## src/rtl/ohm_pkg.sv

```systemverilog
// ohm_pkg: word layouts, command codes and register reset values for the
// operating hour meter; no dependencies, imported by operating_hour_meter_core
package ohm_pkg;

    localparam int CMD_W      = 2;
    localparam int IN_DATA_W  = 80;
    localparam int OUT_DATA_W = 88;
    localparam int CFG_IDX_W  = 2;
    localparam int CFG_DATA_W = 24;

    // command codes carried in s_tuser
    localparam logic [CMD_W-1:0] CMD_TICK  = 2'd0;
    localparam logic [CMD_W-1:0] CMD_START = 2'd1;
    localparam logic [CMD_W-1:0] CMD_CLEAR = 2'd2;

    // configuration register indexes
    localparam logic [CFG_IDX_W-1:0] REG_FLUSH_LIMIT    = 2'd0;
    localparam logic [CFG_IDX_W-1:0] REG_CHECK_INTERVAL = 2'd1;
    localparam logic [CFG_IDX_W-1:0] REG_HOUR_LENGTH    = 2'd2;

    // register reset values
    localparam logic [7:0]  FLUSH_LIMIT_RST    = 8'd240;
    localparam logic [23:0] CHECK_INTERVAL_RST = 24'd60000;
    localparam logic [23:0] HOUR_LENGTH_RST    = 24'd3600000;

    // counter ceilings
    localparam logic [24:0] BASE_MAX  = 25'h1FF_FFFF;
    localparam logic [23:0] CHECK_MAX = 24'hFF_FFFF;
    localparam logic [7:0]  PEND_MAX  = 8'd255;

    // input word, last field in the lowest bits
    typedef struct packed {
        logic [3:0]  pad;
        logic        rtc_time_valid;
        logic [7:0]  rtc_ram_value;
        logic        rtc_ram_ok;
        logic        rtc_present;
        logic        store_ok;
        logic [31:0] stored_starts;
        logic [31:0] stored_total;
    } in_word_t;

    // result word, last field in the lowest bits
    typedef struct packed {
        logic [3:0]  pad;
        logic        store_starts_write;
        logic        store_total_write;
        logic [7:0]  ram_value;
        logic        ram_write;
        logic        attached;
        logic [31:0] start_count;
        logic [7:0]  pending_hours;
        logic [31:0] total_hours;
    } out_word_t;

endpackage

```

## src/rtl/operating_hour_meter_core.sv

```systemverilog
// operating_hour_meter_core: hour meter with backup byte attach and flush logic
// depends on ohm_pkg for word layouts, command codes and reset values
// path: a word accepted into the input register moves through one pass of logic
// into the result register once that register is free or drained
// throughput: one word per cycle while m_tready is high; the meter state
// and result register are written at the same edge, so the next word sees the new state
// reset: aresetn synchronous, active low; clears valid flags, meter state
// and restores the configuration register defaults
module operating_hour_meter_core
    import ohm_pkg::*;
(
    input  logic                  aclk,
    input  logic                  aresetn,

    // configuration write port
    input  logic                  cfg_we,
    input  logic [CFG_IDX_W-1:0]  cfg_index,
    input  logic [CFG_DATA_W-1:0] cfg_wdata,

    // input words
    input  logic                  s_tvalid,
    output logic                  s_tready,
    // s_tdata: stored_total[31:0], stored_starts[63:32], store_ok[64],
    // rtc_present[65], rtc_ram_ok[66], rtc_ram_value[74:67],
    // rtc_time_valid[75], zero pad[79:76]
    input  logic [IN_DATA_W-1:0]  s_tdata,
    // s_tuser: cmd[1:0]
    input  logic [CMD_W-1:0]      s_tuser,

    // result words
    output logic                  m_tvalid,
    input  logic                  m_tready,
    // m_tdata: total_hours[31:0], pending_hours[39:32], start_count[71:40],
    // attached[72], ram_write[73], ram_value[81:74], store_total_write[82],
    // store_starts_write[83], zero pad[87:84]
    output logic [OUT_DATA_W-1:0] m_tdata
);

    // configuration registers
    logic [7:0]  flush_limit_reg;
    logic [23:0] check_interval_reg;
    logic [23:0] hour_length_reg;

    // meter state
    logic [31:0] total_reg,       total_next;
    logic [7:0]  pending_reg,     pending_next;
    logic [31:0] starts_reg,      starts_next;
    logic        linked_reg,      linked_next;
    logic [24:0] since_base_reg,  since_base_next;
    logic [23:0] since_check_reg, since_check_next;

    // input stage
    logic           in_valid_reg;
    in_word_t       in_word_reg;
    logic [CMD_W-1:0] in_cmd_reg;

    // result stage
    logic           out_valid_reg;
    out_word_t      out_word_reg, out_word_next;

    logic advance;

    // the input stage moves on whenever the result register is free or drained
    assign advance  = in_valid_reg && (!out_valid_reg || m_tready);
    assign s_tready = !in_valid_reg || advance;
    assign m_tvalid = out_valid_reg;
    assign m_tdata  = out_word_reg;

    // configuration writes; indexes beyond the list are dropped
    always_ff @(posedge aclk) begin
        if (!aresetn) begin
            flush_limit_reg    <= FLUSH_LIMIT_RST;
            check_interval_reg <= CHECK_INTERVAL_RST;
            hour_length_reg    <= HOUR_LENGTH_RST;
        end else if (cfg_we) begin
            case (cfg_index)
                REG_FLUSH_LIMIT:    flush_limit_reg    <= cfg_wdata[7:0];
                REG_CHECK_INTERVAL: check_interval_reg <= cfg_wdata;
                REG_HOUR_LENGTH:    hour_length_reg    <= cfg_wdata;
                default: ;
            endcase
        end
    end

    // input register
    always_ff @(posedge aclk) begin
        if (!aresetn) begin
            in_valid_reg <= 1'b0;
        end else if (s_tready) begin
            in_valid_reg <= s_tvalid;
        end
    end

    always_ff @(posedge aclk) begin
        if (s_tvalid && s_tready) begin
            in_word_reg <= in_word_t'(s_tdata);
            in_cmd_reg  <= s_tuser;
        end
    end

    // one pass of meter logic
    logic [23:0] interval;
    logic [23:0] sc_inc;
    logic [24:0] sb_inc;
    logic        check_due;
    logic        discard;
    logic [7:0]  attach_byte;
    logic [7:0]  pend_inc;

    always_comb begin
        // effective check interval never exceeds the hour length
        interval = (check_interval_reg < hour_length_reg) ? check_interval_reg
                                                          : hour_length_reg;
        sc_inc    = since_check_reg + ((since_check_reg < CHECK_MAX) ? 24'd1 : 24'd0);
        sb_inc    = since_base_reg + ((since_base_reg < BASE_MAX) ? 25'd1 : 25'd0);
        check_due = (sc_inc >= interval);
        discard   = !in_word_reg.rtc_time_valid
                    || (in_word_reg.rtc_ram_value > flush_limit_reg);
        attach_byte = discard ? 8'd0 : in_word_reg.rtc_ram_value;
        pend_inc  = (pending_reg == PEND_MAX) ? PEND_MAX : pending_reg + 8'd1;

        total_next       = total_reg;
        pending_next     = pending_reg;
        starts_next      = starts_reg;
        linked_next      = linked_reg;
        since_base_next  = since_base_reg;
        since_check_next = since_check_reg;

        out_word_next                    = '0;

        case (in_cmd_reg)
            CMD_TICK: begin
                since_check_next = sc_inc;
                since_base_next  = sb_inc;
                if (check_due) begin
                    since_check_next = 24'd0;
                    if (!linked_reg) begin
                        // attach attempt on the backup byte
                        if (in_word_reg.rtc_present && in_word_reg.rtc_ram_ok) begin
                            linked_next     = 1'b1;
                            since_base_next = 25'd0;
                            pending_next    = attach_byte;
                            out_word_next.ram_write = discard;
                            if (attach_byte != 8'd0) begin
                                // immediate flush of the recovered hours
                                total_next   = total_reg + {24'd0, attach_byte};
                                pending_next = 8'd0;
                                out_word_next.store_total_write = in_word_reg.store_ok;
                                out_word_next.ram_write         = 1'b1;
                            end
                        end
                    end else if (sb_inc >= {1'b0, hour_length_reg}) begin
                        // one counted hour per check
                        since_base_next         = sb_inc - {1'b0, hour_length_reg};
                        pending_next            = pend_inc;
                        out_word_next.ram_write = 1'b1;
                        out_word_next.ram_value = pend_inc;
                        if (pend_inc >= flush_limit_reg) begin
                            total_next              = total_reg + {24'd0, pend_inc};
                            pending_next            = 8'd0;
                            out_word_next.ram_value = 8'd0;
                            out_word_next.store_total_write = in_word_reg.store_ok;
                        end
                    end
                end
            end
            CMD_START: begin
                if (in_word_reg.store_ok) begin
                    total_next  = in_word_reg.stored_total;
                    starts_next = in_word_reg.stored_starts + 32'd1;
                    out_word_next.store_starts_write = 1'b1;
                end
                since_base_next  = 25'd0;
                since_check_next = 24'd0;
            end
            CMD_CLEAR: begin
                total_next       = 32'd0;
                pending_next     = 8'd0;
                starts_next      = 32'd0;
                since_base_next  = 25'd0;
                since_check_next = 24'd0;
                out_word_next.store_total_write  = in_word_reg.store_ok;
                out_word_next.store_starts_write = in_word_reg.store_ok;
                out_word_next.ram_write          = linked_reg;
            end
            default: ;  // unused code leaves the meter as is
        endcase

        out_word_next.total_hours   = total_next;
        out_word_next.pending_hours = pending_next;
        out_word_next.start_count   = starts_next;
        out_word_next.attached      = linked_next;
    end

    // meter state, updated as the word moves into the result register
    always_ff @(posedge aclk) begin
        if (!aresetn) begin
            total_reg       <= 32'd0;
            pending_reg     <= 8'd0;
            starts_reg      <= 32'd0;
            linked_reg      <= 1'b0;
            since_base_reg  <= 25'd0;
            since_check_reg <= 24'd0;
        end else if (advance) begin
            total_reg       <= total_next;
            pending_reg     <= pending_next;
            starts_reg      <= starts_next;
            linked_reg      <= linked_next;
            since_base_reg  <= since_base_next;
            since_check_reg <= since_check_next;
        end
    end

    // result register
    always_ff @(posedge aclk) begin
        if (!aresetn) begin
            out_valid_reg <= 1'b0;
        end else if (advance) begin
            out_valid_reg <= 1'b1;
        end else if (m_tready) begin
            out_valid_reg <= 1'b0;
        end
    end

    always_ff @(posedge aclk) begin
        if (advance) begin
            out_word_reg <= out_word_next;
        end
    end

    // once attached the meter never detaches
    a_link_sticky: assert property (@(posedge aclk) disable iff (!aresetn)
        linked_reg |=> linked_reg)
        else $error("meter detached from backup byte");

    // a held input word is never overwritten
    a_in_hold: assert property (@(posedge aclk) disable iff (!aresetn)
        (in_valid_reg && !advance) |=> (in_valid_reg && $stable(in_word_reg)))
        else $error("input word lost while stalled");

    // backup byte value is zero unless a write is flagged
    a_ram_value: assert property (@(posedge aclk) disable iff (!aresetn)
        (out_valid_reg && !out_word_reg.ram_write) |-> (out_word_reg.ram_value == 8'd0))
        else $error("backup byte value without write");

    // a total write always follows a flush or clear, leaving nothing pending
    a_total_flush: assert property (@(posedge aclk) disable iff (!aresetn)
        (out_valid_reg && out_word_reg.store_total_write)
            |-> (out_word_reg.pending_hours == 8'd0))
        else $error("total written with hours still pending");

endmodule

```

## config.mk

```make
export PLATFORM = sky130hd
export DESIGN_NAME = operating_hour_meter_core
export DESIGN_NICKNAME = d
export VERILOG_FILES = /design/src/rtl/ohm_pkg.sv /design/src/rtl/operating_hour_meter_core.sv
export SDC_FILE = /design/constraint.sdc
export NUM_CORES = 1
export LEC_CHECK = 0
export BUFFER_PORTS_ARGS = -buffer_cell sky130_fd_sc_hd__buf_2
export CAP_MARGIN = 5
export CORE_MARGIN = 2
export CORE_UTILIZATION = 54
export DETAILED_ROUTE_END_ITERATION = 10
export PLACE_DENSITY = 0.77
export SETUP_SLACK_MARGIN = 0.3
export SYNTH_ARGS = -nofsm -noshare
export SYNTH_HDL_FRONTEND = slang
export SYNTH_SLANG_ARGS = --single-unit
```

## constraint.sdc

```tcl
create_clock -name aclk -period 5.7 [get_ports aclk]
set_input_delay 1.14 -clock aclk [delete_from_list [all_inputs] [get_ports aclk]]
set_output_delay 1.14 -clock aclk [all_outputs]
set_load 0.01 [all_outputs]
```

# After elaboration in Yosys (flattened, before gate mapping)

Cells that the tools add are included.

Bits in latches: 0
Flip-flop bits (word level): 342
Memories kept: 0
ROM bits: 0
Output and inout port bits: 90
Memory bits (writable): 0
Bits of input ports: 113

Shift-type cells: 0
Equal/unequal tests: 5
Bitwise logic cells: 4
Magnitude comparators: 7
Multiplexer cells: 49
Reductions and logical operators: 20
Div/mod/pow operators: 0
$add $sub $neg: 7
$mul: 0

Operator list:

| kind                                                             | number |
|---|---|
| 32-bit 2-to-1 mux                                                | 8 |
| 25-bit 2-to-1 mux                                                | 4 |
| 32-bit case mux with 3 select lines                              | 1 |
| 8-bit 2-to-1 mux                                                 | 9 |
| 32-bit by 8-bit adder with 32-bit output                         | 2 |
| 32-bit case mux with 2 select lines                              | 1 |
| 25-bit case mux with 2 select lines                              | 1 |
| 24-bit 2-to-1 mux                                                | 2 |
| 24-bit case mux with 2 select lines                              | 1 |
| 32-bit by 1-bit adder with 32-bit output (second input constant) | 1 |
| 25-bit by 1-bit adder with 25-bit output                         | 1 |
| 25-bit by 24-bit greater-or-equal comparator with 1-bit output   | 1 |
| 25-bit < comparator (second input constant)                      | 1 |
| 25-bit by 24-bit subtractor with 25-bit output                   | 1 |
| 24-bit by 1-bit adder with 24-bit output                         | 1 |
| 24-bit greater-or-equal comparator                               | 1 |
| 24-bit < comparator                                              | 1 |
| 24-bit < comparator (second input constant)                      | 1 |
| 10-bit 2-to-1 mux                                                | 2 |
| 8-bit case mux with 2 select lines                               | 1 |
| 1-bit 2-to-1 mux                                                 | 15 |
| 9-bit 2-to-1 mux                                                 | 1 |
| 8-bit by 1-bit adder with 8-bit output (second input constant)   | 1 |
| 8-bit == test (second input constant)                            | 1 |
| 15 further kinds                                                 | 33 |

# Depth between registers and ports, before layout

Depth after elaboration: 9
Depth in mapped cells: 25
Depth with buffers taken out: 22

# Worst setup path before layout

No wires, ideal clock.

Path kind: register to register
From: register hour_length_reg[1]
To: register out_word_reg (netlist bit m_tdata[22]), data pin
Path slack: 0.378 ns
Required time: 5.548 ns
Buffers on the path: 4
Setup time: 0.152 ns
Cell stages (with the launch flop): 25
Arrival time: 5.170 ns
Cells stage by stage: dfxtp_1 > inv_1 > ha_1 > a21o_1 > a21o_1 > a21o_1 > a21o_1 > a21oi_1 > o21ai_0 > a221oi_1 > buf_2 > mux2i_1 > ha_1 > a21o_1 > a21o_1 > a221oi_1 > o221ai_1 > a21oi_1 > clkbuf_1 > buf_1 > clkbuf_1 > nor2_1 > a21oi_1 > o21ai_0 > o21ai_0

RTL lines:

| what                   | RTL line                         | source |
|---|---|---|
| from (decl)            | operating_hour_meter_core.sv:42  | `logic [23:0] hour_length_reg;` |
| from (signal assigned) | operating_hour_meter_core.sv:79  | `REG_HOUR_LENGTH: hour_length_reg <= cfg_wdata;` |
| to (signal assigned)   | operating_hour_meter_core.sv:227 | `out_word_reg <= out_word_next;` |
| to (decl)              | operating_hour_meter_core.sv:59  | `out_word_t out_word_reg, out_word_next;` |

==> metrics <==
Post-Syn Instances 2,226; clk_lat worst skew 570 ps; pwr dens ~250 nW/µm²; area occupied by registers 8480 µm²; Synth top area share roughly a quarter; number of synthesized flops with an enable pin about 160; fin crit share a little over 90%; Clock transition at path regs roughly 60 ps; max-slew violations 0; hold_buf cts 0; Routed Antenna Nets 0; grt ovf 0; starting utilization of the core area between 50% and 60%; routability congestion estimate roughly 0.93; Lkg Pwr 9.43 nW; area of the multi-input gates between 10,000 and 15,000 µm²; DP Area roughly 22,000 µm²; Crit Path Max Fanout 9; logic gate share of total power 10.2%; Final nets between 2,000 and 3,000; average wire per standard cell between 15 and 20 µm; synthesized cell area just over 20,000 µm²; crit path capture type flip-flop; Setup Crit Path Kind flip-flop to flip-flop; Final min period around 5300 ps; synth warn 0; Flop pwr share about 47%; drc violations 0; antenna violations before repair 12; Inserted Clock Buffers 40; via count about 18,000; area leader, netlist edfxtp_1; Net Sw Power 1.49 mW; Die Ht around 200 µm; reg-to-reg slack, setup around 450 ps; Die W ~200 µm; clock power share a little over two fifths; most frequent cells in the layout nand2_1, buf_2, dfxtp_1; syn avg cell area about 9.1 µm²; fillers around 3,000; main flop type after synthesis dfxtp_1; GRT Resource Usage Total between 20% and 30%; r2r endpoint m_tdata[21]; total I/O pin count roughly 200; fmax 190 MHz; layout cells sized above 1 ~18%; number of H-tree levels 2; critical path startpoint since_base_reg[14]; core area between 30,000 and 40,000 µm²; largest net degree at the start of global routing 110; status finished clean; Max Root-Sink Buffers 3; Starting DRT DRC Count around 1,900; # clock sinks ~340; Worst Hold Class flip-flop to flip-flop; origin of the critical flop-to-flop path since_base_reg[14]; largest cells by area after synthesis edfxtp_1, dfxtp_1, ha_1, nand2_1, o21ai_0; arrival time worst endpoint roughly 5500 ps; Critical Path Source Type flip-flop; DP Wirelength 41.0 mm; Sw Ratio between 20% and 30%; hold path start starts_reg[21]; WP data required 5970 ps; PortBufs between 150 and 200; First-pass DRT Iterations 6; FFs w/ async S/R, synth 0%; Layout area overhead 16.4%; root buffer cell clkbuf_16; Internal Pwr Total approximately 4.4 mW; post-synthesis sequential area ratio a little over two fifths; Final Util around 64%; Setup Viol. Count Final 0; die area roughly 39,000 µm²; slew at the pin with the worst max-slew slack 1090 ps; r2r worst-path depth 22; first-pass GRT wire length around 91 mm; final WL between 50 and 60 mm; RSZ-0062 raised after global routing no; Final Hold Fails 0; Inst Count DP between 2,000 and 3,000; Max Cap Viol 0; CP Capture Point m_tdata[21]; Rel. slew slack a little over a quarter; max reg flops 84; post-synth cell types 95; most common cell after layout, fill and taps aside nand2_1; vias per inst between 6 and 7; Setup TNS 0 ps; clock tree from TritonCTS yes; Non-Filler Instances roughly 3,000; FP Rows 70; vias in the first global route ~17,000; Setup Skew 15.0 ps; Yosys reg bits about 340; Worst IR Drop VDD about 0.26 mV; Final Cell Area roughly 23,000 µm²
## cell type report
cell class	instances	share of cell area [%]
tap	468	2.49
timing repair buffer	286	7.15
antenna	5	0.0533
clock inverter	25	1.03
sequential	342	36.1
multi-input combinational	1682	47.5
inverter	80	1.29
clock buffer	47	4.41
## cells by family after synthesis
group	synth area share, %
xor+xnor	4.29
flops	41.9
buf+inv	4.00
fa+ha+maj	7.30
simple gates	17.9
mux	2.81
other cells	0.0186
compound gates	21.7
## synthesized netlist by cell type, types with 10 or more instances
master       n
o21ai_0    144
ha_1       113
nor3b_1     10
inv_1       77
xor2_1      34
a211oi_1    15
nor2_1     138
and4_1      12
a21boi_0    56
o211ai_1    31
nand2_1    306
a21oi_1    117
o22ai_1     16
a22o_1      14
and2_1      20
o21a_1      19
o2bb2ai_1   16
edfxtp_1   162
dfxtp_1    180
xnor2_1     65
o21ai_1     11
and3_1      27
nand4_1     32
a21o_1      33
mux2i_1     50
a31oi_1     25
o31ai_1     11
nand3_1     70
a22oi_1     31
nor2b_1     45
nor3_1      27
nor4_1      13
clkbuf_1   105
nand2b_1    24
## worst min path at each step
stage / cells after the start / endpoint / slack (ps)
after detailed placement: 2 / starts_reg[21] / 460
after CTS: 2 / starts_reg[21] / 470
final: 2 / starts_reg[21] / 460
after global placement: 2 / starts_reg[21] / 440
after global routing: 2 / starts_reg[21] / 500
after floorplan: 2 / starts_reg[21] / 430
## through the flow
stage	worst slack, ps	hold slack [ps]	total power, mW
after floorplan	378	434	3.15
after global placement	203	442	3.35
after detailed placement	89.0	459	3.37
after CTS	301	469	5.90
after global routing	267	498	6.07
final	448	464	5.88
## per-layer routing
layer,track usage [%],part of all wire (%),routed length [µm],vias to the layer above
met1,40.2,43,24900,8547
met5,0,0.18,107,-
li1,-,-,-,8586
met3,7.24,9.0,5230,143
met4,10.8,3.4,2010,16
met2,46.0,45,26100,821
## critical path, stage by stage, from the launching register on
cell	delay [ps]
dfxtp_2	370
and3_4	220
nand3_2	120
nor4_4	180
nand2_1	130
ha_4	200
nand2_1	90
nor2_2	60
and3_2	270
nand3_1	150
xnor2_1	120
ha_1	430
nand4_1	230
or4_4	590
o31ai_2	240
a2111o_2	190
nor3_4	80
buf_6	160
a221o_2	450
buf_4	200
o21a_1	180
o21ai_0	150
o21ai_0	130
## power groups by stage
stage / sequential [mW] / combinational [mW] / clock [mW]
final: 2.74 / 0.598 / 2.54
after global routing: 2.75 / 0.655 / 2.66
after CTS: 2.74 / 0.588 / 2.57
after detailed placement: 2.79 / 0.582 / 0
after global placement: 2.79 / 0.565 / 0
after floorplan: 2.79 / 0.365 / 0
## timing repair
item | 4_1_cts | 5_1_grt
pin swaps | 3 | 12
buffers inserted | 3 | 6
gates resized for setup | 15 | 40
endpoints found under the setup margin | 75 | 122
No activity file was read; power rests on OpenSTA's default activity.
